[config.mk]
export PLATFORM = sky130hd
export DESIGN_NAME = mstp_ctrl
export DESIGN_NICKNAME = d
export VERILOG_FILES = /design/src/rtl/mstp_pkg.sv /design/src/rtl/mstp_ctrl.sv
export SDC_FILE = /design/constraint.sdc
export NUM_CORES = 1
export LEC_CHECK = 0
export BUFFER_PORTS_ARGS = -buffer_cell sky130_fd_sc_hd__buf_2
export CORE_AREA = 2 2 39 41
export CTS_CLUSTER_DIAMETER = 60
export DETAILED_ROUTE_END_ITERATION = 8
export DIE_AREA = 0 0 41 43
export SLEW_MARGIN = 20
export SYNTH_ARGS = -nofsm -noshare
export SYNTH_HDL_FRONTEND = slang
export SYNTH_SLANG_ARGS = --single-unit
[constraint.sdc]
create_clock -name aclk -period 1.7 [get_ports aclk]
set_input_delay 0.255 -clock aclk [delete_from_list [all_inputs] [get_ports aclk]]
set_output_delay 0.255 -clock aclk [all_outputs]
set_load 0.05 [all_outputs]
[src/rtl/mstp_pkg.sv]
`timescale 1ns / 1ps
// Shared types and defaults for the Prim spanning tree block.
// Used by mstp_ctrl, mstp_dpath and minimum_spanning_tree_prim.
package mstp_pkg;

    localparam int NODE_COUNT_DEF  = 64;
    localparam int WEIGHT_BITS_DEF = 16;
    localparam int NODE_FIELD_BITS = 6;

    typedef struct packed {
        logic clr_write;
        logic load;
        logic run_init;
        logic issue;
        logic pick;
        logic finish;
    } cmd_t;

    typedef struct packed {
        logic clr_done;
        logic v_last;
        logic best_found;
        logic pend_valid;
        logic out_free;
        logic root_ok;
    } status_t;

endpackage

[src/rtl/mstp_ctrl.sv]
`timescale 1ns / 1ps
// Sequencer for the spanning tree block: clear pass, edge load, Prim sweeps.
// Depends on mstp_pkg for the command and status types.
module mstp_ctrl (
    input  logic              aclk,
    input  logic              aresetn,
    input  logic              s_tvalid,
    input  logic              s_tlast,
    output logic              s_tready,
    input  mstp_pkg::status_t status,
    output mstp_pkg::cmd_t    cmd
);

    localparam logic [2:0] ST_CLEAR  = 3'd0;
    localparam logic [2:0] ST_LOAD   = 3'd1;
    localparam logic [2:0] ST_START  = 3'd2;
    localparam logic [2:0] ST_SWEEP  = 3'd3;
    localparam logic [2:0] ST_DRAIN  = 3'd4;
    localparam logic [2:0] ST_DECIDE = 3'd5;
    localparam logic [2:0] ST_FINISH = 3'd6;

    logic [2:0] state_reg;
    logic [2:0] state_next;

    always_comb begin
        state_next = state_reg;
        cmd        = '0;
        s_tready   = 1'b0;
        case (state_reg)
            ST_CLEAR: begin
                cmd.clr_write = 1'b1;
                if (status.clr_done) begin
                    state_next = ST_LOAD;
                end
            end
            ST_LOAD: begin
                s_tready = 1'b1;
                cmd.load = s_tvalid;
                if (s_tvalid && s_tlast) begin
                    state_next = ST_START;
                end
            end
            ST_START: begin
                cmd.run_init = 1'b1;
                state_next = status.root_ok ? ST_SWEEP : ST_FINISH;
            end
            ST_SWEEP: begin
                cmd.issue = 1'b1;
                if (status.v_last) begin
                    state_next = ST_DRAIN;
                end
            end
            ST_DRAIN: begin
                state_next = ST_DECIDE;
            end
            ST_DECIDE: begin
                if (!status.best_found) begin
                    state_next = ST_FINISH;
                end else if (!status.pend_valid || status.out_free) begin
                    cmd.pick   = 1'b1;
                    state_next = ST_SWEEP;
                end
            end
            ST_FINISH: begin
                if (status.out_free) begin
                    cmd.finish = 1'b1;
                    state_next = ST_CLEAR;
                end
            end
            default: begin
                state_next = ST_CLEAR;
            end
        endcase
    end

    always_ff @(posedge aclk) begin
        if (!aresetn) begin
            state_reg <= ST_CLEAR;
        end else begin
            state_reg <= state_next;
        end
    end

endmodule

==> flow_metrics.py, run 1 <==
metrics = {
    "outcome": {
        "status": "finished, final reports clean",
    },
    "sta": {
        "min_period_over_period": 0.939,
        "worst_pin_slew_ps": 262,
        "fin_ws_ps": 104,
        "tns_ps": 0,
        "hold_ws_ps": 272,
        "period_needed_ps": 1600,
        "maxSlewHeadroom": 0.824,
        "max_freq_mhz": 627,
        "finalHoldViolations": 0,
        "report.final.setup_viol": 0,
        "skew_ps": 0.512,
        "rsz0062_at_grt": "false",
        "slew_viol_final": 0,
    },
    "die": {
        "die_x_um": 41,
        "io_pins": 17,
        "initial_core_util": 0.217,
        "row_count": 14,
        "die_h_um": 43,
        "dieArea_um2": 1760,
        "core_um2": 1380,
    },
    "power_and_ir_drop": {
        "power_uw": 459,
        "seqPwrFrac": 0.237,
        "cellLeakagePower_uw": 0.000204,
        "p_clk_frac": 0.272,
        "peakVddDrop_mv": 0.301,
        "power.internal_uw": 254,
        "pwr-share-comb": 0.491,
        "netSwitchingPower_uw": 205,
        "power.density_nw_per_um2": 1080,
        "switching_share": 0.446,
    },
    "cts": {
        "cts_buffers": 3,
        "htree_levels": 1,
        "ctsHoldBuffers": 0,
        "cts_tree": "yes",
        "clkTransAtPathRegs_ps": 40,
        "clockRootBuffer": "clkbuf_4",
        "postCtsSetupBuffers": 0,
        "insertion_delay_ps": 230,
        "cts_sinks": 3,
        "ctsResizeCount": 1,
        "clock_path_buffers": 2,
    },
    "finish": {
        "final_cell_mix": "buf_2 (16), nor2b_1 (4), nand2_1 (4), a21oi_1 (4)",
        "drive_above_1_share": 0.483,
        "final_common_cell": "buf_2",
        "multi_input_area_um2": 219,
        "antenna_cells": 0,
        "seqCellArea_um2": 63.8,
        "fillers": 165,
        "largest_register_ff_count": 3,
        "final_area_um2": 424,
        "fin_nets": 69,
        "synthToLayoutAreaGrowth_pct": 41.3,
    },
    "global_routing": {
        "grt_usage": 0.0853,
        "grt.overflow.total": 0,
        "grt_pass1_vias": 261,
        "grt_pass1_wl_um": 938,
        "antenna_found_initial": 0,
        "grt_start_max_net_pins": 13,
    },
    "drt": {
        "first_iter_violations": 4,
        "drc": 0,
        "wire_per_inst_um": 9.30,
        "drt_first_pass_iters": 3,
        "ant_nets": 0,
        "drt_wl_total_um": 688,
        "viasPerCell": 4.50,
        "dr_total_vias": 333,
    },
    "synthesis": {
        "synth_area_um2": 300,
        "yosysSeqAreaShare": 0.200,
        "postSynthCellCount": 40,
        "yosys_warnings": 0,
        "avgSynthCellArea_um2": 7.51,
        "ys_types": 24,
        "synth_nets": 50,
        "synth-seq-cells": 3,
    },
    "placed_design": {
        "placed_area_um2": 394,
        "gp_congestion": 0.715,
        "io_buffers": 16,
        "dp_slack_ps": 169,
        "hpwlAfterDp_um": 546,
    },
    "critical_path": {
        "worstPathMaxFanout": 12,
        "r2r_slack_ps": 270,
        "path_class": "flip-flop to primary output",
        "critPathCaptureType": "primary output",
        "required_ps": 1440,
        "critPathLaunchType": "flip-flop",
        "critPathArrivalTime_ps": 1340,
    },
    "worst_hold_path": {
        "hold_path.class": "input pin to flip-flop",
    },
    "run": {
        "max_cap_violations": 0,
    },
}
==> critical path, stage by stage, from the launching register on <==
cell and delay, ps:
dfxtp_2 430, and4b_1 250, nor2b_1 150, buf_2 270
==> layout make-up <==
class	count	share of cell area
Multi-Input combinational cell	32	0.516
Inverter	2	0.0177
Tap cell	16	0.0472
Timing Repair Buffer	17	0.206
Clock buffer	4	0.0619
Sequential cell	3	0.150
==> layer usage <==
layer | global-route usage | share of wire | vias up
met5 | 0 | 0 | -
met4 | 0.0800 | 0 | 0
met1 | 0.0865 | 0.45 | 142
li1 | - | - | 178
met2 | 0.116 | 0.46 | 13
met3 | 0.0471 | 0.084 | 0
==> cells in the mapped netlist (all sizes together) <==
cell | number | area share
nand2 | 5 | 0.071
a21oi | 4 | 0.067
nor2b | 4 | 0.083
buf | 3 | 0.079
dfxtp | 3 | 0.20
nor2 | 3 | 0.037
inv | 2 | 0.025
nor3 | 2 | 0.033
nor3b | 2 | 0.050
a21o | 1 | 0.025
a32oi | 1 | 0.054
and3 | 1 | 0.021
and4 | 1 | 0.029
and4b | 1 | 0.033
mux2i | 1 | 0.033
nand2b | 1 | 0.021
nand3 | 1 | 0.033
o21ai | 1 | 0.017
o2bb2ai | 1 | 0.029
o311a | 1 | 0.033
or2b | 1 | 0.025
==> logic make-up (layout without fill, tap and decap cells) <==
logic type / after synthesis / count (layout) / share of synthesized area
simple gates: 22 / 22 / 0.438
buf+inv: 5 / 23 / 0.104
flops: 3 / 3 / 0.200
mux: 1 / 1 / 0.0333
compound gates: 9 / 9 / 0.225
==> stage by stage <==
stage	util	std cells
5_1_grt	0.307	74
4_1_cts	0.305	74
3_3_place_gp	0.285	70
3_5_place_dp	0.285	70
6_report	0.307	74
2_1_floorplan	-	40
==> worst paths after layout <==
kind | from | to | cells past startpoint
worst max-delay path | state_reg[2] | cmd[1] | 3
worst min-delay path | aresetn | state_reg[1] | 3
worst max register to register | state_reg[1] | state_reg[0] | 4
worst min register to register | state_reg[2] | state_reg[2] | 2
==> power groups by stage <==
stage | Combinational [µW] | Clock, µW | Sequential (µW)
floorplan | 205 | 0 | 88.0
global placement | 227 | 0 | 106
detailed placement | 228 | 0 | 108
CTS | 228 | 133 | 107
global route | 248 | 137 | 112
finish | 226 | 125 | 109
(Power assumes the default switching activity.)
==> inputs of run 2 (changes only) <==
--- a/config.mk
+++ b/config.mk
@@ -6,11 +6,10 @@
 export NUM_CORES = 1
 export LEC_CHECK = 0
 export BUFFER_PORTS_ARGS = -buffer_cell sky130_fd_sc_hd__buf_2
-export CORE_AREA = 2 2 39 41
+export CORE_AREA = 4 4 41 43
 export CTS_CLUSTER_DIAMETER = 60
 export DETAILED_ROUTE_END_ITERATION = 8
-export DIE_AREA = 0 0 41 43
-export SLEW_MARGIN = 20
+export DIE_AREA = 0 0 45 47
 export SYNTH_ARGS = -nofsm -noshare
 export SYNTH_HDL_FRONTEND = slang
 export SYNTH_SLANG_ARGS = --single-unit
==> run 2 against run 1 <==
  * Via count grew 3.6%
  * Clock-buffer cell count is the same
  * Sequential power grew 6%
  * Critical endpoint unchanged
  * Setup slack got worse by 1.7 ps
  * Non-clock buffer count fell by 1
  * Combinational power shrank 7%
  * Sequential share of layout area rose by 0.32 points
  * Die area is 20% higher
==> flow_metrics.py, run 2 (synthesis results as in run 1) <==
metrics = {
    "finish": {
        "layoutNonFillerInstCount": 72,
        "largest_register_ff_count": 3,
        "final_cell_mix": "buf_2 (16), nor2b_1 (4), nand2_1 (4), a21oi_1 (4)",
        "antenna_cells": 0,
        "synthToLayoutAreaGrowth_pct": 38.3,
        "drive_above_1_share": 0.474,
        "fillers": 148,
        "fin_nets": 68,
        "final_common_cell": "buf_2",
    },
    "sta": {
        "skew_ps": 2.88,
        "report.final.setup_viol": 0,
        "finalHoldViolations": 0,
        "tns_ps": 0,
        "min_period_over_period": 0.940,
        "worst_pin_slew_ps": 276,
        "rsz0062_at_grt": "false",
        "maxSlewHeadroom": 0.815,
        "period_needed_ps": 1600,
        "slew_viol_final": 0,
        "max_freq_mhz": 626,
    },
    "cts": {
        "cts_buffers": 3,
        "ctsHoldBuffers": 0,
        "cts_sinks": 3,
        "clockRootBuffer": "clkbuf_4",
        "insertion_delay_ps": 230,
        "ctsResizeCount": 2,
        "clkTransAtPathRegs_ps": 40,
        "clock_path_buffers": 2,
        "cts_tree": "yes",
        "htree_levels": 1,
        "postCtsSetupBuffers": 0,
    },
    "drt": {
        "drc": 0,
        "drt_wl_total_um": 765,
        "viasPerCell": 4.79,
        "first_iter_violations": 8,
        "wire_per_inst_um": 10.6,
        "drt_first_pass_iters": 4,
        "ant_nets": 0,
        "dr_total_vias": 345,
    },
    "critical_path": {
        "r2r_end": "state_reg[0]",
        "required_ps": 1440,
        "worstPathMaxFanout": 14,
        "critPathCaptureType": "primary output",
        "cp_cell_sequence": "and4b_1, nor2b_1, buf_2",
        "critPathLaunchType": "flip-flop",
        "slowest_delay_ps": 450,
        "r2r_slack_ps": 240,
        "reg2reg_depth": 4,
        "r2r-start": "state_reg[1]",
        "path_class": "flip-flop to primary output",
        "critPathArrivalTime_ps": 1340,
        "critPathSlowestCell": "dfxtp_2",
    },
    "power_and_ir_drop": {
        "netSwitchingPower_uw": 206,
        "power.density_nw_per_um2": 1090,
        "p_clk_frac": 0.279,
        "cellLeakagePower_uw": 0.000198,
        "power.internal_uw": 248,
        "peakVddDrop_mv": 0.397,
        "pwr-share-comb": 0.466,
        "power_uw": 454,
        "seqPwrFrac": 0.256,
        "switching_share": 0.454,
    },
    "global_routing": {
        "grt.overflow.total": 0,
        "grt_pass1_vias": 309,
        "grt_usage": 0.0837,
        "grt_pass1_wl_um": 1310,
        "grt_start_max_net_pins": 15,
        "antenna_found_initial": 0,
    },
    "die": {
        "die_x_um": 45,
        "io_pins": 17,
        "initial_core_util": 0.231,
        "dieArea_um2": 2120,
        "row_count": 13,
        "core_um2": 1300,
        "die_h_um": 47,
    },
    "worst_hold_path": {
        "hold_start": "aresetn",
        "hold_end": "state_reg[1]",
        "min_delay_path_depth": 3,
        "hold_path.class": "input pin to flip-flop",
    },
    "run": {
        "max_cap_violations": 0,
    },
    "placed_design": {
        "place_inst": 68,
        "hpwlAfterDp_um": 593,
        "gp_congestion": 0.711,
        "io_buffers": 16,
    },
    "outcome": {
        "status": "finished, final reports clean",
    },
}
## run 2: layer usage
| metal | global-route usage | vias up | routed length, µm |
|---|---|---|---|
| li1 | - | 175 | - |
| met1 | 0.107 | 150 | 336 |
| met2 | 0.130 | 18 | 333 |
| met3 | 0.00383 | 2 | 79 |
| met4 | 0.0702 | 0 | 15 |
| met5 | 0 | - | 0 |
## run 2: worst max path at each step
stage	startpoint	to
final	state_reg[0]	cmd[1]
after floorplan	state_reg[2]	state_reg[1]
after CTS	state_reg[1]	cmd[3]
after global placement	state_reg[1]	state_reg[0]
after detailed placement	state_reg[0]	state_reg[0]
after global routing	state_reg[1]	cmd[3]
## run 2: worst max-delay path: cells and delay by family, from the launching register on
kind                   cells  cell delay (ps)
flip-flops                 1              450
buffers and inverters      1              260
AND/OR/NAND/NOR            2              390
## run 2: power groups by stage
stage	Clock, µW	Sequential [µW]	Combinational (µW)
final	126	116	211
after global routing	140	121	229
after CTS	133	116	213
after detailed placement	0	115	213
after global placement	0	113	213
after floorplan	0	88.0	205
## run 2: per-stage QoR
step            util  setup WS [ps]  cell area [µm²]  hold WS (ps)
2_1_floorplan      -           19.1              310           371
3_3_place_gp   0.296            158              385           518
3_5_place_dp   0.296            135              385           519
4_1_cts        0.318           1.73              414           268
5_1_grt        0.319           3.63              415           273
6_report       0.319            103              415           268
## run 2: area by class of cell
class | instances | area [µm²] | share of cell area
Clock buffer | 4 | 26.3 | 0.0633
Multi-Input combinational cell | 32 | 219 | 0.527
Sequential cell | 3 | 63.8 | 0.154
Tap cell | 15 | 18.8 | 0.0452
Inverter | 2 | 7.51 | 0.0181
Timing Repair Buffer | 16 | 80.1 | 0.193
